**config.mk**
```make
export PLATFORM = sky130hd
export DESIGN_NAME = w3bs_cmd_queue
export DESIGN_NICKNAME = d
export VERILOG_FILES = /design/src/w3bs_pkg.sv /design/src/w3bs_cmd_queue.sv
export SDC_FILE = /design/constraint.sdc
export NUM_CORES = 1
export LEC_CHECK = 0
export BUFFER_PORTS_ARGS = -buffer_cell sky130_fd_sc_hd__clkbuf_2
export CAP_MARGIN = 25
export CORE_MARGIN = 10
export CORE_UTILIZATION = 40
export CTS_CLUSTER_DIAMETER = 40
export CTS_CLUSTER_SIZE = 20
export DETAILED_ROUTE_END_ITERATION = 8
export HOLD_SLACK_MARGIN = 0.08
export SLEW_MARGIN = 25
export SYNTH_ARGS = -nofsm -noshare
export SYNTH_HDL_FRONTEND = slang
export SYNTH_SLANG_ARGS = --single-unit
```
**constraint.sdc**
```tcl
create_clock -name clk_i -period 2.82 [get_ports clk_i]
set_clock_uncertainty 0.1 [all_clocks]
set_input_delay 0.282 -clock clk_i [delete_from_list [all_inputs] [get_ports clk_i]]
set_output_delay 0.282 -clock clk_i [all_outputs]
set_load 0.03 [all_outputs]
```
**src/w3bs_pkg.sv**
```systemverilog
// Shared types, constants and register codes of the 3x3 blur and sharpen window filter.
package w3bs_pkg;

  // Largest frame the line buffers hold.
  localparam int unsigned MAX_WIDTH  = 2048;
  localparam int unsigned MAX_HEIGHT = 4096;

  // Register field widths and the configuration port.
  localparam int unsigned FW_W       = 12;
  localparam int unsigned FH_W       = 13;
  localparam int unsigned CFG_W      = 13;
  localparam int unsigned CFG_ADDR_W = 2;

  // Internal counter widths follow from the frame limits.
  localparam int unsigned COL_W     = $clog2(MAX_WIDTH);
  localparam int unsigned ACT_W_W   = $clog2(MAX_WIDTH + 1);
  localparam int unsigned ACT_H_W   = $clog2(MAX_HEIGHT + 1);
  localparam int unsigned IN_ROW_W  = $clog2(MAX_HEIGHT + 2);
  localparam int unsigned OUT_ROW_W = $clog2(MAX_HEIGHT);
  localparam int unsigned LEAD_W    = $clog2(MAX_WIDTH + 2);

  // Register indexes.
  localparam logic [CFG_ADDR_W-1:0] REG_FRAME_WIDTH  = 2'd0;
  localparam logic [CFG_ADDR_W-1:0] REG_FRAME_HEIGHT = 2'd1;
  localparam logic [CFG_ADDR_W-1:0] REG_FILTER_MODE  = 2'd2;

  // Register reset values.
  localparam logic [FW_W-1:0] RST_FRAME_WIDTH  = 12'd640;
  localparam logic [FH_W-1:0] RST_FRAME_HEIGHT = 13'd480;
  localparam logic            RST_FILTER_MODE  = 1'b0;

  // Item and mode codes.
  localparam logic OP_PIXEL     = 1'b0;
  localparam logic OP_DRAIN     = 1'b1;
  localparam logic MODE_BLUR    = 1'b0;
  localparam logic MODE_SHARPEN = 1'b1;

  // Sums of nine 8-bit values, and the reciprocal of 9 used to divide them.
  localparam int unsigned SUM_W      = 12;
  localparam int unsigned DIV9_RECIP = 3641;
  localparam int unsigned DIV9_SHIFT = 15;

  // Queue depths.
  localparam int unsigned CQ_DEPTH = 4;
  localparam int unsigned CQ_PTR_W = $clog2(CQ_DEPTH);
  localparam int unsigned OQ_DEPTH = 2;
  localparam int unsigned OQ_PTR_W = $clog2(OQ_DEPTH);

  // One RGB pixel: index 2 is red, 1 green, 0 blue.
  typedef logic [2:0][7:0] pix_t;

  typedef struct packed {
    logic       operation;
    logic [7:0] in_red;
    logic [7:0] in_green;
    logic [7:0] in_blue;
  } in_item_t;

  typedef struct packed {
    logic [7:0] out_red;
    logic [7:0] out_green;
    logic [7:0] out_blue;
    logic       frame_end;
  } out_item_t;

  // Classified work item passed from the front end to the datapath.
  typedef struct packed {
    logic             flush;
    pix_t             px;
    logic [COL_W-1:0] col;
    logic             emit;
    logic             interior;
    logic             last;
    logic             mode;
  } cmd_t;

endpackage

```
**src/w3bs_cmd_queue.sv**
```systemverilog
// Short queue of classified items between the front end and the datapath.
module w3bs_cmd_queue
  import w3bs_pkg::*;
(
  input  logic clk_i,
  input  logic rst_ni,
  input  logic push_i,
  input  cmd_t cmd_i,
  output logic full_o,
  input  logic pop_i,
  output logic valid_o,
  output cmd_t cmd_o
);

  cmd_t                slot_q [CQ_DEPTH];
  logic [CQ_PTR_W-1:0] wr_ptr_q;
  logic [CQ_PTR_W-1:0] rd_ptr_q;
  logic [CQ_PTR_W:0]   count_q;
  logic                do_push;
  logic                do_pop;

  assign full_o  = 32'(count_q) == CQ_DEPTH;
  assign valid_o = count_q != '0;
  assign cmd_o   = slot_q[rd_ptr_q];
  assign do_push = push_i && !full_o;
  assign do_pop  = pop_i && valid_o;

  always_ff @(posedge clk_i) begin
    if (do_push) begin
      slot_q[wr_ptr_q] <= cmd_i;
    end
  end

  always_ff @(posedge clk_i or negedge rst_ni) begin
    if (!rst_ni) begin
      wr_ptr_q <= '0;
      rd_ptr_q <= '0;
      count_q  <= '0;
    end else begin
      if (do_push) begin
        wr_ptr_q <= wr_ptr_q + CQ_PTR_W'(1);
      end
      if (do_pop) begin
        rd_ptr_q <= rd_ptr_q + CQ_PTR_W'(1);
      end
      if (do_push && !do_pop) begin
        count_q <= count_q + (CQ_PTR_W + 1)'(1);
      end else if (do_pop && !do_push) begin
        count_q <= count_q - (CQ_PTR_W + 1)'(1);
      end
    end
  end

endmodule

```
# --- Word-level counts from Yosys, hierarchy flattened ---
# Memory sizes are Yosys's and may differ from the RTL's.
# Index checks and enable logic that the tools add are counted.
totals:
  ff_bits: 7
  output_inout_bits: 42
  inputBits: 44
  mem_bits_rw: 160
  memories: 1
  wordCells: 22
op_classes:
  mux: 4
  n_addsub: 4
  n_eq_ne: 1
  n_reduce_logical: 9
mem_list:
  columns: ["name", "depth", "word_bits", "read_ports", "rd_clocked_by_memory_dff", "write_ports", "line_no", "text"]
  rows:
  - ["slot_q", 4, 40, 1, 0, 1, "w3bs_cmd_queue.sv:15", "cmd_t slot_q [CQ_DEPTH];"]
op_table:
  columns: ["op", "n"]
  rows:
  - ["2-to-1 mux 3 bit", 2]
  - ["adder 2 x 1 -> 2 bit (second input constant)", 2]
  - ["logical AND 1 bit", 4]
  - ["adder 3 x 1 -> 3 bit (second input constant)", 1]
  - ["== test 3 bit (second input constant)", 1]
  - ["zero test 1 bit", 3]
  - ["nonzero test 3 bit", 1]
  - ["subtractor 3 x 1 -> 3 bit (second input constant)", 1]
  - ["2-to-1 mux 1 bit", 2]
  - ["nonzero test 2 bit", 1]

# --- Longest topological paths before layout ---
depth:
  depth_word: 7
  mapped_depth: 9
  mapped_depth_nobuf: 8

# --- Least setup slack after synthesis ---
# No wires, ideal clock.
synth_timing:
  path_type: "register -> register"
  startpoint: "reg count_q[2]"
  endpoint: "mem slot_q[0][0] (netlist name) (enable)"
  path_buffers: 1
  setup_slack_ps: 463
  period_less_slack_ps: 2357
  t_required_ps: 2319
  t_arrival_ps: 1856
  setup_time_ps: 401
  stages_incl_launch_ff: 5
  cell_sequence: "dfrtp_1 -> nor3b_2 -> nor2b_1 -> buf_6 -> and2_1"
synth_between:
  elab_chain_cells: 5
synth_rtl:
  columns: ["element", "line_no", "text"]
  rows:
  - ["start, declared", "w3bs_cmd_queue.sv:18", "logic [CQ_PTR_W:0] count_q;"]
  - ["start signal, assigned", "w3bs_cmd_queue.sv:47", "count_q <= count_q + (CQ_PTR_W + 1)'(1);"]
  - ["start signal, assigned", "w3bs_cmd_queue.sv:49", "count_q <= count_q - (CQ_PTR_W + 1)'(1);"]
  - ["== test 3 bit", "w3bs_cmd_queue.sv:22", "assign full_o = 32'(count_q) == CQ_DEPTH;"]
  - ["named net full_o", "w3bs_cmd_queue.sv:9", "output logic full_o,"]
  - ["zero test 1 bit", "w3bs_cmd_queue.sv:25", "assign do_push = push_i && !full_o;"]
  - ["logical AND 1 bit", "w3bs_cmd_queue.sv:25", null]
  - ["named net do_push", "w3bs_cmd_queue.sv:19", "logic do_push;"]
  - ["2-to-1 mux 1 bit", "w3bs_cmd_queue.sv:29", "if (do_push) begin"]
  - ["2-to-1 mux 1 bit (not written as such)", "w3bs_cmd_queue.sv:30", "slot_q[wr_ptr_q] <= cmd_i;"]
  - ["end, declared", "w3bs_cmd_queue.sv:15", null]
# The timed path passes the listed nets, and every way through them passes these cells.

==> results.yml <==
outcome:
  outcome: "finished, final reports clean"
floorplanning:
  die_y_um: 145.0
  io_pins: 86
  fp.dieArea_um2: 21020
  initial_utilization_pct: 40.96
  row_count: 45
  fp.coreArea_um2: 15260
  die_w_um: 145.0
finish:
  nNetsFinal: 443
  syn2layout_area_growth_pct: 27.73
  drive_gt1_share_pct: 42.86
power:
  p_sw_mw: 2.900
  switching_share_pct: 32.94
  pwr_density_cell_nw_per_um2: 1103
  p_leak_nw: 2.816
  p_int_mw: 5.904
  ir_worst_vdd_mv: 0.4707
  pwr-share-seq_pct: 40.0
  combPwrFrac_pct: 32.9
  clkPwrFrac_pct: 27.0
grt:
  grtUsageTotal_pct: 11.65
  grt_pass1_vias: 3334
  grt_overflow: 0
  antenna_found_initial: 1
  grt_max_degree: 33
  grt_pass1_wl_um: 18650
yosys:
  synthSimpleGateAreaFrac_pct: 1.001
  synth-compound-area-share_pct: 0
  synthMuxAreaShare_pct: 14.95
  synth_cell_types: 22
  synth_top_family_by_area: "multiplexers"
  synth_xor_area_share_pct: 0.8408
  yosys.area_share.adder_pct: 1.321
  yosys_warnings: 0
  postSynthAreaPerCell_um2: 25.51
  ys_ff_latch: 167
  seq_area_frac_synth_pct: 79.68
  syn_nets: 295
  netlist_instances: 245
  syn_area_um2: 6250
worst_setup_path:
  ff2ff_setup_slack_ns: 0.53
  crit_fanout: 18
  rr_worst_depth: 8
  cp.required_ns: 2.44
  worst-endpoint-arrival_ns: 2.14
  critPathLaunch: "rd_ptr_q[0]"
  crit_type: "flip-flop to output port"
  reg2reg_to: "count_q[2]"
  crit_path_end: "cmd_o[20]"
  start_kind: "flip-flop"
  worst_setup_path_end_kind: "output port"
  r2r-start: "count_q[2]"
sta:
  drv_slew: 0
  postLayoutSetupSlackWorst_ns: 0.2933
  setup_viol: 0
  min_period_ns: 2.527
  rsz0062_at_grt: "no"
  hold_viol: 0
  fmax_ghz: 0.3958
  tightest_slew_ns: 0.4896
  finalSetupTns_ns: 0
  fin_hold_ws_ns: 0.1603
  slew_headroom_pct: 67.29
  period_share_pct: 89.60
routing:
  drtPass1Iterations: 6
  wl_um: 11690
  wl_per_cell_um: 18.92
  ant_nets: 0
  drtIter0Drc: 148
  vias_per_cell: 4.720
  drc_errors: 0
  num_vias: 2917
clock_tree:
  cts_tree: "yes"
  cts_buffer_depth: 2
  cts_setup_buffers: 0
  clock_latency_ns: 0.42
  h-tree-depth: 4
  cts-resized-gates: 0
  postCtsHoldBufs: 42
  cts_buffers: 17
  clockRootBuffer: "clkbuf_16"
  clk_pin_slew_ns: 0.06
  clock-sinks: 167
worst_hold_path:
  min_path_type: "primary input to asynchronous set/reset pin"
place:
  numPortBuffers: 85
  dp_hpwl_um: 7552
  routabilityCongestion: 0.7095
  pre_cts_slack_ns: 0.5206
flow_run:
  drv_cap: 0
placed cells by master (no fill, tap or decap), drive strengths merged:
cell,count
xor2,2
fa,1
ha,5
nand2,1
edfxtp,160
buf,13
clkinvlp,4
nand3,1
clkbuf,105
diode,1
bufinv,4
dlygate4sd3,42
and2,4
nor2,1
nor3b,1
inv,3
dfrtp,7
xnor2,4
mux2,2
clkinv,4
or3,1
nor2b,1
mux4,40
sequential cells by signal, indices dropped and copies added, names as in the netlist:
name and count:
slot_q 160, rd_ptr_q 2, count_q 3, wr_ptr_q 2
cell usage after synthesis:
cell type / count / area (µm²)
nand2_1: 1 / 3.750
nor2_1: 1 / 3.750
mux2_4: 1 / 15.01
or3_1: 1 / 6.260
xnor2_1: 4 / 35.03
clkbuf_1: 1 / 3.750
buf_12: 4 / 80.08
inv_1: 3 / 11.26
dfrtp_1: 7 / 175.2
edfxtp_1: 160 / 4805
nor3b_2: 1 / 12.51
buf_6: 2 / 22.52
nor2b_1: 1 / 6.260
mux2_2: 1 / 11.26
mux4_1: 2 / 52.55
buf_2: 4 / 20.02
xor2_1: 2 / 17.52
fa_1: 1 / 20.02
and2_1: 4 / 25.02
ha_1: 5 / 62.56
mux4_2: 38 / 855.8
nand3_1: 1 / 5.000
metrics by stage:
stage	cell area, µm²	power, mW	utilization, %	std cells
after floorplan	6250	5.723	-	245
final	7983	8.803	52.32	618
after CTS	7980	8.982	52.30	617
after global routing	7983	9.263	52.32	618
after detailed placement	6945	6.537	45.52	543
after global placement	6945	6.486	45.52	543
area by class of cell:
type,count,area (µm²)
fillers,1213,7276
flip-flops and latches,167,4985
multi-input cells,64,1137
repair buffers,140,968.4
clock buffers,20,436.7
well taps,211,264.0
clock inverters,12,177.7
inverters,3,11.26
diodes,1,2.502
power groups by stage:
stage / combinational [mW] / clock (mW) / sequential [mW]
floorplan: 2.28 / 0 / 3.44
global placement: 2.93 / 0 / 3.56
detailed placement: 2.95 / 0 / 3.59
CTS: 3.00 / 2.44 / 3.54
global route: 3.14 / 2.54 / 3.58
finish: 2.90 / 2.38 / 3.52
worst min-delay path by stage:
stage,startpoint,to,slack [ns],cells past startpoint
global route,rst_ni,count_q[2],0.16,2
floorplan,rst_ni,count_q[0],-0.11,0
CTS,rst_ni,count_q[2],0.14,2
detailed placement,rst_ni,wr_ptr_q[1],0.04,1
global placement,rst_ni,wr_ptr_q[1],0.04,1
finish,rst_ni,count_q[2],0.16,2
cells by family after synthesis:
kind of cell	Yosys count
fa+ha+maj	6
flops	167
mux	42
xor+xnor	6
buf+inv	14
simple gates	10
worst max-delay path, cell delays in order, from the launching register on:
cell and delay (ns):
dfrtp_4 0.66, buf_4 0.32, mux4_2 0.54, clkbuf_2 0.20
per-layer routing:
metal / up-vias / share of wire, % / track usage [%]
met3: 14 / 5.3 / 4.253
met2: 69 / 50 / 18.30
met4: 0 / 1.4 / 5.056
met1: 1502 / 43 / 14.17
li1: 1332 / - / -
met5: - / 0 / 0
No activity file was read; power rests on OpenSTA's default activity.
