--- src/w3bs_pkg.sv ---
// Shared types, constants and register codes of the 3x3 blur and sharpen window filter.
package w3bs_pkg;

  // Largest frame the line buffers hold.
  localparam int unsigned MAX_WIDTH  = 2048;
  localparam int unsigned MAX_HEIGHT = 4096;

  // Register field widths and the configuration port.
  localparam int unsigned FW_W       = 12;
  localparam int unsigned FH_W       = 13;
  localparam int unsigned CFG_W      = 13;
  localparam int unsigned CFG_ADDR_W = 2;

  // Internal counter widths follow from the frame limits.
  localparam int unsigned COL_W     = $clog2(MAX_WIDTH);
  localparam int unsigned ACT_W_W   = $clog2(MAX_WIDTH + 1);
  localparam int unsigned ACT_H_W   = $clog2(MAX_HEIGHT + 1);
  localparam int unsigned IN_ROW_W  = $clog2(MAX_HEIGHT + 2);
  localparam int unsigned OUT_ROW_W = $clog2(MAX_HEIGHT);
  localparam int unsigned LEAD_W    = $clog2(MAX_WIDTH + 2);

  // Register indexes.
  localparam logic [CFG_ADDR_W-1:0] REG_FRAME_WIDTH  = 2'd0;
  localparam logic [CFG_ADDR_W-1:0] REG_FRAME_HEIGHT = 2'd1;
  localparam logic [CFG_ADDR_W-1:0] REG_FILTER_MODE  = 2'd2;

  // Register reset values.
  localparam logic [FW_W-1:0] RST_FRAME_WIDTH  = 12'd640;
  localparam logic [FH_W-1:0] RST_FRAME_HEIGHT = 13'd480;
  localparam logic            RST_FILTER_MODE  = 1'b0;

  // Item and mode codes.
  localparam logic OP_PIXEL     = 1'b0;
  localparam logic OP_DRAIN     = 1'b1;
  localparam logic MODE_BLUR    = 1'b0;
  localparam logic MODE_SHARPEN = 1'b1;

  // Sums of nine 8-bit values, and the reciprocal of 9 used to divide them.
  localparam int unsigned SUM_W      = 12;
  localparam int unsigned DIV9_RECIP = 3641;
  localparam int unsigned DIV9_SHIFT = 15;

  // Queue depths.
  localparam int unsigned CQ_DEPTH = 4;
  localparam int unsigned CQ_PTR_W = $clog2(CQ_DEPTH);
  localparam int unsigned OQ_DEPTH = 2;
  localparam int unsigned OQ_PTR_W = $clog2(OQ_DEPTH);

  // One RGB pixel: index 2 is red, 1 green, 0 blue.
  typedef logic [2:0][7:0] pix_t;

  typedef struct packed {
    logic       operation;
    logic [7:0] in_red;
    logic [7:0] in_green;
    logic [7:0] in_blue;
  } in_item_t;

  typedef struct packed {
    logic [7:0] out_red;
    logic [7:0] out_green;
    logic [7:0] out_blue;
    logic       frame_end;
  } out_item_t;

  // Classified work item passed from the front end to the datapath.
  typedef struct packed {
    logic             flush;
    pix_t             px;
    logic [COL_W-1:0] col;
    logic             emit;
    logic             interior;
    logic             last;
    logic             mode;
  } cmd_t;

endpackage

--- src/w3bs_front.sv ---
// Front end: configuration registers, frame counters and classification of input items.
module w3bs_front
  import w3bs_pkg::*;
(
  input  logic                  clk_i,
  input  logic                  rst_ni,
  input  logic                  accept_i,
  input  in_item_t              item_i,
  input  logic                  cfg_we_i,
  input  logic [CFG_ADDR_W-1:0] cfg_addr_i,
  input  logic [CFG_W-1:0]      cfg_wdata_i,
  output logic                  cmd_push_o,
  output cmd_t                  cmd_o
);

  logic [FW_W-1:0]      frame_width_q;
  logic [FH_W-1:0]      frame_height_q;
  logic                 filter_mode_q;
  logic [ACT_W_W-1:0]   act_w_q;
  logic [ACT_H_W-1:0]   act_h_q;
  logic                 act_mode_q;
  logic [COL_W-1:0]     in_col_q;
  logic [IN_ROW_W-1:0]  in_row_q;
  logic [COL_W-1:0]     out_col_q;
  logic [OUT_ROW_W-1:0] out_row_q;
  logic [LEAD_W-1:0]    lead_q;

  logic               idle;
  logic [ACT_W_W-1:0] width_clamped;
  logic [ACT_H_W-1:0] height_clamped;
  logic [ACT_W_W-1:0] w_cur;
  logic [ACT_H_W-1:0] h_cur;
  logic               mode_cur;
  logic               flushing;
  logic               drain;
  logic               process;
  logic               emit;
  logic               interior;
  logic               last;
  logic               in_wrap;
  logic               out_wrap;

  always_comb begin
    if (frame_width_q == '0) begin
      width_clamped = ACT_W_W'(1);
    end else if (32'(frame_width_q) > MAX_WIDTH) begin
      width_clamped = ACT_W_W'(MAX_WIDTH);
    end else begin
      width_clamped = ACT_W_W'(frame_width_q);
    end
    if (frame_height_q == '0) begin
      height_clamped = ACT_H_W'(1);
    end else if (32'(frame_height_q) > MAX_HEIGHT) begin
      height_clamped = ACT_H_W'(MAX_HEIGHT);
    end else begin
      height_clamped = ACT_H_W'(frame_height_q);
    end
  end

  // The frame geometry is taken from the registers on the first pixel of a frame.
  assign idle     = (in_row_q == '0) && (in_col_q == '0);
  assign w_cur    = idle ? width_clamped : act_w_q;
  assign h_cur    = idle ? height_clamped : act_h_q;
  assign mode_cur = idle ? filter_mode_q : act_mode_q;

  assign flushing = 32'(in_row_q) >= 32'(h_cur);
  assign drain    = (item_i.operation == OP_DRAIN);
  // Drains before the flush phase, including drains while idle, are dropped.
  assign process  = accept_i && !(drain && !flushing);

  assign emit     = 32'(lead_q) == 32'(w_cur) + 32'd1;
  assign in_wrap  = 32'(in_col_q) + 32'd1 >= 32'(w_cur);
  assign out_wrap = 32'(out_col_q) + 32'd1 >= 32'(w_cur);
  assign interior = (out_row_q != '0) && (32'(out_row_q) + 32'd2 <= 32'(h_cur)) &&
                    (out_col_q != '0) && (32'(out_col_q) + 32'd2 <= 32'(w_cur));
  assign last     = (32'(out_row_q) + 32'd1 == 32'(h_cur)) &&
                    (32'(out_col_q) + 32'd1 == 32'(w_cur));

  always_comb begin
    cmd_o.flush    = flushing;
    cmd_o.px       = flushing ? pix_t'('0) : {item_i.in_red, item_i.in_green, item_i.in_blue};
    cmd_o.col      = in_col_q;
    cmd_o.emit     = emit;
    cmd_o.interior = interior;
    cmd_o.last     = last;
    cmd_o.mode     = mode_cur;
  end

  assign cmd_push_o = process;

  always_ff @(posedge clk_i or negedge rst_ni) begin
    if (!rst_ni) begin
      frame_width_q  <= RST_FRAME_WIDTH;
      frame_height_q <= RST_FRAME_HEIGHT;
      filter_mode_q  <= RST_FILTER_MODE;
    end else if (cfg_we_i) begin
      unique case (cfg_addr_i)
        REG_FRAME_WIDTH:  frame_width_q  <= cfg_wdata_i[FW_W-1:0];
        REG_FRAME_HEIGHT: frame_height_q <= cfg_wdata_i[FH_W-1:0];
        REG_FILTER_MODE:  filter_mode_q  <= cfg_wdata_i[0];
        default: ;
      endcase
    end
  end

  always_ff @(posedge clk_i or negedge rst_ni) begin
    if (!rst_ni) begin
      act_w_q    <= ACT_W_W'(RST_FRAME_WIDTH);
      act_h_q    <= ACT_H_W'(RST_FRAME_HEIGHT);
      act_mode_q <= RST_FILTER_MODE;
      in_col_q   <= '0;
      in_row_q   <= '0;
      out_col_q  <= '0;
      out_row_q  <= '0;
      lead_q     <= '0;
    end else if (process) begin
      if (idle) begin
        act_w_q    <= width_clamped;
        act_h_q    <= height_clamped;
        act_mode_q <= filter_mode_q;
      end
      if (emit && last) begin
        in_col_q  <= '0;
        in_row_q  <= '0;
        out_col_q <= '0;
        out_row_q <= '0;
        lead_q    <= '0;
      end else begin
        if (!emit) begin
          lead_q <= lead_q + LEAD_W'(1);
        end
        if (in_wrap) begin
          in_col_q <= '0;
          in_row_q <= in_row_q + IN_ROW_W'(1);
        end else begin
          in_col_q <= in_col_q + COL_W'(1);
        end
        if (emit) begin
          if (out_wrap) begin
            out_col_q <= '0;
            out_row_q <= out_row_q + OUT_ROW_W'(1);
          end else begin
            out_col_q <= out_col_q + COL_W'(1);
          end
        end
      end
    end
  end

endmodule

--- config.mk ---
export PLATFORM = sky130hd
export DESIGN_NAME = w3bs_front
export DESIGN_NICKNAME = d
export VERILOG_FILES = /design/src/w3bs_pkg.sv /design/src/w3bs_front.sv
export SDC_FILE = /design/constraint.sdc
export NUM_CORES = 1
export LEC_CHECK = 0
export BUFFER_PORTS_ARGS = -buffer_cell sky130_fd_sc_hd__clkbuf_2
export CAP_MARGIN = 30
export CORE_MARGIN = 3
export CORE_UTILIZATION = 30
export DETAILED_ROUTE_END_ITERATION = 6
export GPL_ROUTABILITY_DRIVEN = 0
export PLACE_DENSITY = 0.55
export REMOVE_ABC_BUFFERS = 1
export SLEW_MARGIN = 10
export SYNTH_ARGS = -nofsm -noshare
export SYNTH_HDL_FRONTEND = slang
export SYNTH_SLANG_ARGS = --single-unit
--- constraint.sdc ---
create_clock -name clk_i -period 5.5 [get_ports clk_i]
set_input_delay 0.55 -clock clk_i [delete_from_list [all_inputs] [get_ports clk_i]]
set_output_delay 0.55 -clock clk_i [all_outputs]
set_load 0.02 [all_outputs]
# After elaboration in Yosys (flattened, before gate mapping)
# Cells that the tools add are included.
# word_totals
reg_bits	111
input_bits	44
out_inout_bits	41
wordCells	82
# op_classes
n_addsub	11
n_lt_le_gt_ge	7
eq_ne	6
mux	20
n_reduce_logical	27
# op_table
cell	count
two-way mux 12 bit	8
two-way mux 13 bit	5
two-way mux 11 bit	5
>= comparator 32 x 12 -> 1 bit	1
adder 12 x 1 -> 13 bit (second input constant)	2
zero test 13 bit	2
adder 11 x 1 -> 12 bit (second input constant)	2
adder 12 x 1 -> 12 bit (second input constant)	2
two-way mux 24 bit	1
adder 11 x 1 -> 11 bit (second input constant)	2
adder 12 x 2 -> 13 bit (second input constant)	1
adder 13 x 1 -> 13 bit (second input constant)	1
equality test 12 x 13 -> 1 bit	1
equality test 13 bit	1
>= comparator 13 bit	1
> comparator 13 bit (second input constant)	1
less-or-equal comparator 13 bit	1
adder 11 x 2 -> 12 bit (second input constant)	1
equality test 12 bit	1
>= comparator 12 bit	1
> comparator 12 bit (second input constant)	1
less-or-equal comparator 12 bit	1
zero test 12 bit	1
AND reduction 2 bit	6
12 further kinds	22

# Depth between registers and ports, before layout
# Gate-level depths: netlist of the first run.
# depth
depth_word	10
mapped_depth	23
ltp_nobuf	19

# Worst setup path after synthesis of the first run
# OpenSTA, ideal clock, no wires.
# synth_path
path_kind	reg2reg
start	register in_col_q[0]
end	register act_h_q[3]
setup_time_ns	0.139
arrival_ns	5.075
required_time_ns	5.361
path_slack_ns	0.286
stages_incl_launch_ff	22
n_path_buf	5
synth_period_minus_slack_ns	5.214
cell_sequence	dfrtp_1 -> inv_1 -> ha_1 -> nor4bb_1 -> and4_1 -> buf_2 -> nand2_1 -> buf_2 -> o31ai_1 -> ha_1 -> nand2b_1 -> a21o_1 -> a21o_1 -> a21o_1 -> a211o_1 -> a2111oi_1 -> o211ai_1 -> nand2_1 -> buf_2 -> buf_2 -> clkbuf_1 -> o21ai_0
# synth_via
elab_chain_len	8
# synth_lines
element	line	text
from (decl)	w3bs_front.sv:22	logic [COL_W-1:0] in_col_q;
from (signal assigned)	w3bs_front.sv:136	in_col_q <= in_col_q + COL_W'(1);
zero test 11 bit	w3bs_front.sv:61	assign idle = (in_row_q == '0) && (in_col_q == '0);
logical AND 1 bit	w3bs_front.sv:61	
two-way mux 13 bit	-	
named net h_cur[0]	w3bs_front.sv:32	logic [ACT_H_W-1:0] h_cur;
>= comparator 13 bit	w3bs_front.sv:66	assign flushing = 32'(in_row_q) >= 32'(h_cur);
zero test 1 bit	w3bs_front.sv:69	assign process = accept_i && !(drain && !flushing);
logical AND 1 bit	w3bs_front.sv:69	
zero test 1 bit	w3bs_front.sv:69	
logical AND 1 bit	w3bs_front.sv:69	
to (signal assigned)	w3bs_front.sv:109	act_h_q <= ACT_H_W'(RST_FRAME_HEIGHT);
to (signal assigned)	w3bs_front.sv:119	act_h_q <= height_clamped;
to (decl)	w3bs_front.sv:20	logic [ACT_H_W-1:0] act_h_q;
# The timed path passes the listed nets, and every way through them passes these cells.
# A chain may end at the register's enable or synchronous reset.

==> results of run 1 <==
Yosys cell counts (all sizes together) (5+ instances only):
| cell type | count |
|---|---|
| or3 | 7 |
| and3 | 19 |
| o31ai | 6 |
| nand3 | 47 |
| nand2b | 17 |
| xor2 | 24 |
| a211oi | 7 |
| a22o | 18 |
| mux2 | 37 |
| a31oi | 8 |
| dfstp | 12 |
| a21oi | 43 |
| o22ai | 5 |
| a2111oi | 6 |
| nor2b | 16 |
| o21a | 11 |
| mux2i | 9 |
| o2bb2ai | 11 |
| o211ai | 8 |
| clkbuf | 32 |
| and2 | 32 |
| buf | 25 |
| a21o | 18 |
| nand2 | 97 |
| inv | 28 |
| o21ai | 85 |
| a21boi | 9 |
| and4 | 5 |
| or4 | 11 |
| nor4b | 5 |
| ha | 74 |
| nor4 | 19 |
| nor2 | 54 |
| xnor2 | 40 |
| nor3 | 25 |
| nand4 | 23 |
| dfrtp | 99 |
report_power, final:
group	leakage, uW	total [uW]	internal (uW)	switching, uW
clock	0.000155	716	365	351
combinational	0.00291	2490	999	1490
sequential	0.00138	1290	1020	269
total	0.00445	4490	2380	2110
path summary, 6_finish.rpt:
| check | slack [ns] | depth (start not counted) | to | from |
|---|---|---|---|---|
| min in group asynchronous | 0.53 | 2 | in_row_q[8] | rst_ni |
| worst max-delay path | 0.19 | 17 | cmd_o[3] | in_col_q[1] |
| max in group asynchronous | 4.11 | 3 | act_w_q[4] | rst_ni |
| worst max register to register | 0.46 | 19 | in_col_q[8] | in_col_q[1] |
| worst min register to register | 0.49 | 2 | act_h_q[10] | act_h_q[10] |
| worst min-delay path | 0.41 | 2 | frame_height_q[12] | cfg_wdata_i[12] |
layout make-up:
| type | instances | area share [%] |
|---|---|---|
| Sequential cell | 111 | 27.2 |
| Tap cell | 384 | 4.69 |
| Timing Repair Buffer | 118 | 6.99 |
| Multi-Input combinational cell | 830 | 56.9 |
| Inverter | 30 | 1.11 |
| Clock buffer | 9 | 2.20 |
| Clock inverter | 7 | 0.903 |
kinds of logic after synthesis:
kind of cell | after synthesis | synth area share (%)
buf+inv | 87 | 4.28
simple gates | 394 | 23.9
flops | 111 | 31.2
compound gates | 252 | 18.4
mux | 46 | 5.66
xor+xnor | 64 | 6.26
fa+ha+maj | 74 | 10.3
layout by cell type, fill, tap and decap left out, types with 9 or more instances in the layout:
master / synthesis / layout
ha_1: 74 / 74
nand3_1: 46 / 46
a22o_1: 18 / 18
nand2b_1: 16 / 16
a21o_1: 18 / 18
dfstp_2: 12 / 12
nor3_1: 24 / 24
nor2_1: 54 / 53
o21ai_0: 31 / 31
nand2_1: 96 / 94
buf_4: 7 / 30
xor2_1: 24 / 24
clkbuf_16: 0 / 9
and2_1: 32 / 32
clkbuf_2: 0 / 83
o2bb2ai_1: 11 / 11
nand4_1: 21 / 21
or4_1: 11 / 11
xnor2_1: 40 / 40
nor2b_1: 16 / 16
and3_1: 19 / 19
o21ai_1: 53 / 53
nor4_1: 17 / 16
o21a_1: 11 / 11
dfrtp_1: 99 / 99
a21oi_1: 43 / 42
inv_1: 27 / 27
mux2_2: 37 / 37
flip-flops by register name (all words and copies together) (netlist names):
| name | flops |
|---|---|
| frame_width_q | 12 |
| out_row_q | 12 |
| in_col_q | 11 |
| out_col_q | 11 |
| frame_height_q | 13 |
| act_h_q | 13 |
| act_w_q | 12 |
| filter_mode_q | 1 |
| lead_q | 12 |
| act_mode_q | 1 |
| in_row_q | 13 |
what timing repair did:
item / in CTS / in global routing
endpoints found under the setup margin: 26 / 26
pin swaps: 0 / 2
gates resized for setup: 6 / 7
cloned: 0 / 1
hold buffers: 0 / 1
buffers inserted: 0 / 3
endpoints found under the hold margin: 0 / 2
critical path, cell delays in order (launching register included):
cell and delay, ns:
dfrtp_1 0.41, inv_1 0.09, ha_1 0.16, nor4bb_4 0.31, buf_4 0.16, nand4_2 0.24, nor2_2 0.23, buf_4 0.31
mux2i_1 0.31, inv_1 0.07, ha_1 0.27, xor2_1 0.17, or4bb_1 0.53, a2111oi_1 0.48, o2111a_1 0.29, nand2_2 0.10
clkinv_2 0.09, clkbuf_2 0.16
routing by layer:
metal | wire length, um | vias to the layer above
li1 | - | 3916
met1 | 12400 | 3829
met2 | 13200 | 214
met3 | 1270 | 37
met4 | 699 | 0
met5 | 0 | -
per-stage QoR:
stage               total power [uW]  setup TNS, ns  instances  setup slack [ns]
finish                          4490              0       1489             0.186
global route                    4840         -0.213       1489           -0.0518
CTS                             4460              0       1483            0.0514
detailed placement              3710              0       1467             0.158
global placement                3690              0       1467             0.259
floorplan                       2880         -62.25        971             -1.19
==> results_dict.tcl, run 1 <==
set metrics [dict create \
    endpoint_kind "output port" \
    grt_first_pass_wirelength_um 43500 \
    antenna_found_initial 0 \
    top_usage_layer "met2" \
    cts_tree "built" \
    synth_edf_count 0 \
    report.final.slew_viol_count 0 \
    grt_usage_pct 17.4 \
    hold_viol_final 0 \
    seq_area_um2 2790 \
    fillers 3012 \
    die_h_um 179 \
    design_area_um2 10200 \
    drcViolationCount 0 \
    syn_area_um2 8950 \
    setup_viol 0 \
    min_path_type "input pin to flip-flop" \
    synth_top_area_share_pct 27.7 \
    p_leak_uw 0.00445 \
    finalCritPeriodShare_pct 96.6 \
    async_flop_share_pct 100 \
    coreArea_um2 29000 \
    grt_pass1_vias 7631 \
    clk_latency_ns 0.37 \
    clk_pin_slew_worst_paths_ns 0.08 \
    dieArea_um2 31900 \
    grt_start_max_net_pins 76 \
    areaGrowthSynthToFinish_pct 14.5 \
    finalNetCount 1218 \
    antenna_cells 0 \
    multi_input_area_um2 5830 \
    powerDensity_nw_per_um2 438 \
    critPathMaxFanout 21 \
    maxCapViolCount 0 \
    initial_utilization_pct 30.8 \
    use_met3_pct 2.48 \
    final_util_pct 35.3 \
    drtIter0Drc 552 \
    max_freq_mhz 188 \
    port_buffers 84 \
    slew_headroom_pct 46.3 \
    syn_area_per_cell_um2 8.70 \
    clockRootBuffer "clkbuf_16" \
    rsz0062_at_grt "yes" \
    die_w_um 179 \
    ant_nets 0 \
    yosysWarnings 0 \
    cp_data_arrival_time_ns 4.76 \
    clkSinkCount 111 \
    ys.flop_type "dfrtp_1" \
    htreeDepth 3 \
    wl_um 27600 \
    synth.distinct_cells 76 \
    clockBufferDepth 2 \
    place_area_um2 9810 \
    io_pins 85 \
    gr-usage-met1_pct 23.3 \
    fin_crit_ns 5.31 \
    wire_per_inst_um 18.5 \
    fin_worst_skew_ns 0.0117 \
    viasPerCell 5.37 \
    synth_area_leaders "dfrtp_1 (28%), ha_1 (10%), mux2_2 (4.7%), nand2_1 (4.0%), xnor2_1 (3.9%)" \
    dpl.hpwl_um 21100 \
    yosys_register_bits 111 \
    firstDrtPassIters 7 \
    hold-worst-slack_ns 0.413 \
    status "finished, final reports clean" \
    cp-start-kind "flip-flop" \
    ys_seq_area_share_pct 31.2 \
    crit_type "flip-flop to output port" \
    cts_buffers 9 \
    vias 7996 \
    yosys.area.top_type "dfrtp_1" \
    drive_gt1_share_pct 18.9 \
    cp.required_ns 4.95 \
    syn_inst 1028 \
    tightest_slew_ns 0.800 \
    rows 62 \
    grt_overflow 0 \
    irDropWorstVdd_uv 188 \
    grt_use_met2_pct 29.0 \
]
Power figures use the tool's default switching activity.
==> inputs of run 2 (changes only) <==
==> config.mk (replaced) <==
export PLATFORM = sky130hd
export DESIGN_NAME = w3bs_front
export DESIGN_NICKNAME = d
export VERILOG_FILES = /design/src/w3bs_pkg.sv /design/src/w3bs_front.sv
export SDC_FILE = /design/constraint.sdc
export NUM_CORES = 1
export LEC_CHECK = 0
export CAP_MARGIN = 30
export CORE_MARGIN = 3
export CORE_UTILIZATION = 30
export DETAILED_ROUTE_END_ITERATION = 6
export DONT_BUFFER_PORTS = 1
export GPL_ROUTABILITY_DRIVEN = 0
export PLACE_DENSITY = 0.52
export REMOVE_ABC_BUFFERS = 1
export SLEW_MARGIN = 20
export SYNTH_ARGS = -nofsm -noshare
export SYNTH_HDL_FRONTEND = slang
export SYNTH_SLANG_ARGS = --single-unit
==> results_dict.tcl, run 2 (same netlist as run 1, synthesis figures left out) <==
set metrics [dict create \
    grt_start_max_net_pins 100 \
    p_sw_uw 2030 \
    setup_viol 0 \
    powerDensity_nw_per_um2 442 \
    clockBufferDepth 2 \
    vias 7746 \
    clk_pin_slew_worst_paths_ns 0.08 \
    wl_um 27100 \
    finalCritPeriodShare_pct 94.4 \
    rows 62 \
    highest_layer "met4" \
    swShare_pct 46.5 \
    fin_tns_setup_ns 0 \
    critPathMaxFanout 25 \
    slew_headroom_pct 43.9 \
    die_h_um 179 \
    maxCapViolCount 0 \
    cts_tree "built" \
    report.final.slew_viol_count 0 \
    multi_input_area_um2 5850 \
    drtIter0Drc 559 \
    r2r_slack_ns 0.45 \
    cp-start-kind "flip-flop" \
    drcViolationCount 0 \
    combPwrFrac_pct 54.1 \
    finalNetCount 1140 \
    p_leak_uw 0.00411 \
    clkSinkCount 111 \
    startpoint "in_row_q[0]" \
    coreArea_um2 29000 \
    crit_end "cmd_o[38]" \
    internal-power_uw 2330 \
    max_freq_mhz 193 \
    rr_worst_depth 16 \
    antenna_cells 0 \
    clockRootBuffer "clkbuf_16" \
    wire_per_inst_um 19.2 \
    wl_met1_um 12300 \
    antenna_found_initial 1 \
    clk_latency_ns 0.37 \
    cp_data_arrival_time_ns 4.64 \
    rr_startpoint "in_row_q[0]" \
    irDropWorstVdd_uv 180 \
    endpoint_kind "output port" \
    grt_usage_pct 17.1 \
    finalPower_uw 4360 \
    pwr-share-clk_pct 16.5 \
    dpl.hpwl_um 20400 \
    rr_endpoint "out_row_q[11]" \
    ant_nets 0 \
    min_path_type "input pin to asynchronous set/reset pin" \
    port_buffers 0 \
    firstDrtPassIters 5 \
    met3_length_um 1170 \
    design_area_um2 9870 \
    drive_gt1_share_pct 13.5 \
    fin_crit_ns 5.19 \
    viasPerCell 5.49 \
    fin_worst_skew_ns 0.0117 \
    areaGrowthSynthToFinish_pct 10.3 \
    fillers 3015 \
    seq_area_um2 2790 \
    crit_type "flip-flop to output port" \
    die_w_um 179 \
    io_pins 85 \
    grt_pass1_vias 7334 \
    mostFrequentLayoutCells "dfrtp_1 (99), nand2_1 (94), ha_1 (74), nor2_1 (53), o21ai_1 (53)" \
    grt_first_pass_wirelength_um 42800 \
    cts_buffers 9 \
    largest_registers "act_h_q (13), frame_height_q (13), in_row_q (13)" \
    tightest_slew_ns 0.838 \
    status "finished, final reports clean" \
    hold_viol_final 0 \
    layout_commonest_cell "dfrtp_1" \
    sequentialPowerShare_pct 29.3 \
    place_area_um2 9450 \
    initial_utilization_pct 30.8 \
    grt_overflow 0 \
    dieArea_um2 31900 \
    cp.required_ns 4.95 \
    htreeDepth 3 \
    met2_length_um 13200 \
]
-- run 2: how the worst min path moves through the flow --
stage,startpoint,end,slack [ns]
after floorplan,rst_ni,act_h_q[0],0.25
after CTS,rst_ni,frame_width_q[9],0.01
after detailed placement,rst_ni,out_row_q[9],0.26
after global routing,rst_ni,act_h_q[5],0.002
final,rst_ni,frame_width_q[9],0.03
after global placement,rst_ni,out_row_q[10],0.26
-- run 2: routing by layer --
metal	global-route usage, %	up-vias
met1	22.9	3740
met4	4.48	0
met2	28.9	218
met3	2.65	31
met5	0	-
li1	-	3757
-- run 2: power by group through the flow --
stage               clock network [uW]  registers (uW)  logic, uW
finish                             720            1280       2360
global placement                     0            1290       2260
detailed placement                   0            1290       2280
floorplan                            0            1230       1650
CTS                                746            1280       2320
global route                       777            1310       2630
-- run 2: worst max-delay path: stages (launching register included) --
cell	delay, ns
dfrtp_1	0.43
inv_1	0.10
ha_1	0.16
nor4bb_4	0.31
and4_1	0.26
nand2_1	0.09
buf_4	0.24
nand2_1	0.12
o31ai_2	0.10
ha_1	0.29
nand2b_1	0.14
a21o_1	0.18
a21o_1	0.17
a21o_1	0.18
a211o_1	0.32
a2111oi_4	0.36
o21bai_1	0.13
a21oi_1	0.22
buf_6	0.20
and2_1	0.26
-- run 2: stage by stage --
| step | hold WS (ns) | utilization (%) | setup WS (ns) | std cells |
|---|---|---|---|---|
| final | 0.0262 | 34.0 | 0.307 | 1411 |
| after global routing | 0.00179 | 34.0 | -0.00501 | 1411 |
| after CTS | 0.0130 | 33.8 | 0.0128 | 1410 |
| after detailed placement | 0.263 | 32.6 | 0.262 | 1393 |
| after global placement | 0.262 | 32.6 | 0.283 | 1393 |
| after floorplan | 0.254 | - | -1.19 | 971 |
-- run 2: cell type report --
class | instances | share of cell area [%]
inverter | 30 | 1.15
timing repair buffer | 40 | 3.28
multi-input combinational | 830 | 59.2
clock inverter | 7 | 0.900
clock buffer | 9 | 2.28
tap | 384 | 4.87
sequential | 111 | 28.3
-- run 2: what timing repair did --
item | in CTS | in global routing
setup buffers | 0 | 1
hold buffers | 1 | 0
gates resized for setup | 2 | 18
setup endpoints to repair | 25 | 50
endpoints found under the hold margin | 99 | 0
pin swaps | 0 | 1
==> inputs of run 3 (changes only) <==
--- a/config.mk
+++ b/config.mk
@@ -6,12 +6,11 @@
 export NUM_CORES = 1
 export LEC_CHECK = 0
 export CAP_MARGIN = 30
-export CORE_MARGIN = 3
 export CORE_UTILIZATION = 30
 export DETAILED_ROUTE_END_ITERATION = 6
 export DONT_BUFFER_PORTS = 1
 export GPL_ROUTABILITY_DRIVEN = 0
-export PLACE_DENSITY = 0.52
+export PLACE_DENSITY = 0.51
 export REMOVE_ABC_BUFFERS = 1
 export SLEW_MARGIN = 20
 export SYNTH_ARGS = -nofsm -noshare
==> constraint.sdc (replaced) <==
create_clock -name clk_i -period 6.49 [get_ports clk_i]
set_input_delay 0.649 -clock clk_i [delete_from_list [all_inputs] [get_ports clk_i]]
set_output_delay 0.649 -clock clk_i [all_outputs]
set_load 0.02 [all_outputs]
==> results_dict.tcl, run 3 (same netlist as run 1, synthesis figures left out) <==
set metrics [dict create \
    finalNetCount 1130 \
    rows 62 \
    slew_headroom_pct 49.3 \
    dpl.cell_count 1384 \
    grt_overflow 0 \
    powerDensity_nw_per_um2 376 \
    cp_data_arrival_time_ns 5.32 \
    port_buffers 0 \
    grt_first_pass_wirelength_um 43400 \
    combPwrFrac_pct 53.0 \
    critPathBufInv 4 \
    clk_latency_ns 0.37 \
    cts_tree "built" \
    mostFrequentLayoutCells "dfrtp_1 (99), nand2_1 (95), ha_1 (74), nor2_1 (53), o21ai_1 (53)" \
    critical-path-max-stage-delay_ns 0.68 \
    clockBufferDepth 2 \
    p_sw_uw 1740 \
    sequentialPowerShare_pct 30.4 \
    place_area_um2 9400 \
    cp.required_ns 5.84 \
    drcViolationCount 0 \
    crit_chain "inv_1 -> ha_1 -> nor4bb_1 -> nand4_2 -> buf_4 -> a2111oi_0 -> or2_2 -> inv_1 -> ha_1 -> xor2_1 -> or4bb_1 -> a2111oi_1 -> o2111a_1 -> nand2_2 -> clkinv_2" \
    vias 7786 \
    rsz0062_at_grt "no" \
    largest_registers "act_h_q (13), frame_height_q (13), in_row_q (13)" \
    cp-start-kind "flip-flop" \
    clkSinkCount 111 \
    dieArea_um2 30500 \
    die_h_um 175 \
    fin_crit_ns 5.97 \
    setup_viol 0 \
    antenna_found_initial 0 \
    wl_um 27500 \
    internal-power_uw 1920 \
    wire_per_inst_um 19.6 \
    grt_usage_pct 18.2 \
    io_pins 85 \
    crit_cells 15 \
    clk_pin_slew_worst_paths_ns 0.09 \
    areaGrowthSynthToFinish_pct 8.70 \
    grt_start_max_net_pins 100 \
    swShare_pct 47.6 \
    clockRootBuffer "clkbuf_16" \
    fin_worst_skew_ns 0.0127 \
    cts_buffers 9 \
    initial_utilization_pct 30.8 \
    crit_end "cmd_o[3]" \
    finalCritPeriodShare_pct 91.9 \
    crit_type "flip-flop to output port" \
    endpoint_kind "output port" \
    irDropWorstVdd_uv 171 \
    grt_pass1_vias 7440 \
    p_leak_uw 0.00403 \
    pwr-share-clk_pct 16.7 \
    max_freq_mhz 168 \
    design_area_um2 9730 \
    tightest_slew_ns 0.742 \
    finalNonFillerCells 1401 \
    antenna_cells 0 \
    final_util_pct 33.5 \
    maxCapViolCount 0 \
    viasPerCell 5.56 \
    startpoint "in_col_q[1]" \
    min_path_type "input pin to asynchronous set/reset pin" \
    r2r_slack_ns 0.99 \
    ant_nets 0 \
    coreArea_um2 29000 \
    post-cts-setup-buffers 0 \
    htreeDepth 3 \
    rr_endpoint "out_row_q[11]" \
    slowest_stage "a2111oi_1" \
    cp_top_family "compound AO/OA/AOI/OAI gates" \
    drive_gt1_share_pct 11.1 \
    drtIter0Drc 611 \
    hold_viol_final 0 \
    report.final.slew_viol_count 0 \
    layout_commonest_cell "dfrtp_1" \
    rr_worst_depth 16 \
    dpl.hpwl_um 20300 \
    firstDrtPassIters 5 \
    critPathMaxFanout 19 \
    rr_startpoint "in_col_q[1]" \
    die_w_um 175 \
    status "finished, final reports clean" \
]
==> run 3: how the worst min path moves through the flow <==
stage | end | slack (ns) | cells after the start
2_1_floorplan | act_h_q[0] | 0.35 | 0
3_3_place_gp | out_row_q[10] | 0.36 | 0
3_5_place_dp | out_row_q[10] | 0.36 | 0
4_1_cts | act_h_q[8] | 0.10 | 0
5_1_grt | frame_height_q[5] | 0.1 | 0
6_report | frame_height_q[8] | 0.11 | 0
==> run 3: stage by stage <==
stage / hold WS, ns / total power, uW / setup WS (ns) / TNS, ns
3_3_place_gp: 0.360 / 3020 / 1.01 / 0
3_5_place_dp: 0.361 / 3040 / 1.02 / 0
4_1_cts: 0.102 / 3680 / 0.573 / 0
2_1_floorplan: 0.353 / 2440 / -0.300 / -2.74
6_report: 0.111 / 3660 / 0.523 / 0
5_1_grt: 0.0958 / 3960 / 0.224 / 0
==> run 3: area by class of cell <==
type                            count  area [um^2]
Clock buffer                        9          225
Inverter                           30          114
Timing Repair Buffer               30          258
Clock inverter                      7         78.8
Sequential cell                   111         2790
Tap cell                          384          480
Multi-Input combinational cell    830         5780
Fill cell                        3060        19300
==> run 3: per-layer routing <==
metal	global-route usage [%]	up-vias	wire length, um
met5	0	-	0
met4	6.20	0	711
met3	2.24	45	1130
met2	30.3	233	13100
met1	24.2	3770	12500
li1	-	3738	-
==> run 3: power groups by stage <==
stage	logic, uW	registers (uW)	clock network, uW
6_report	1940	1110	610
5_1_grt	2170	1140	650
4_1_cts	1940	1110	626
3_5_place_dp	1910	1120	0
3_3_place_gp	1900	1120	0
2_1_floorplan	1400	1040	0
==> run 3: worst register-to-register path: stages, from the launching register on <==
cell and delay [ns]:
dfrtp_1 0.51, inv_1 0.13, ha_1 0.19, nor4bb_1 0.36
nand4_2 0.14, buf_4 0.23, a2111oi_0 0.68, or2_2 0.24
inv_1 0.09, ha_1 0.29, xor2_1 0.20, or4bb_1 0.54
a211oi_2 0.31, and4_4 0.41, nand4_2 0.48, or4_1 0.57
o21ai_1 0.08
==> run 3: repair_timing <==
action                                 CTS  global route
hold buffers                             1             0
endpoints found under the hold margin   99             0
gates resized for setup                  0             0
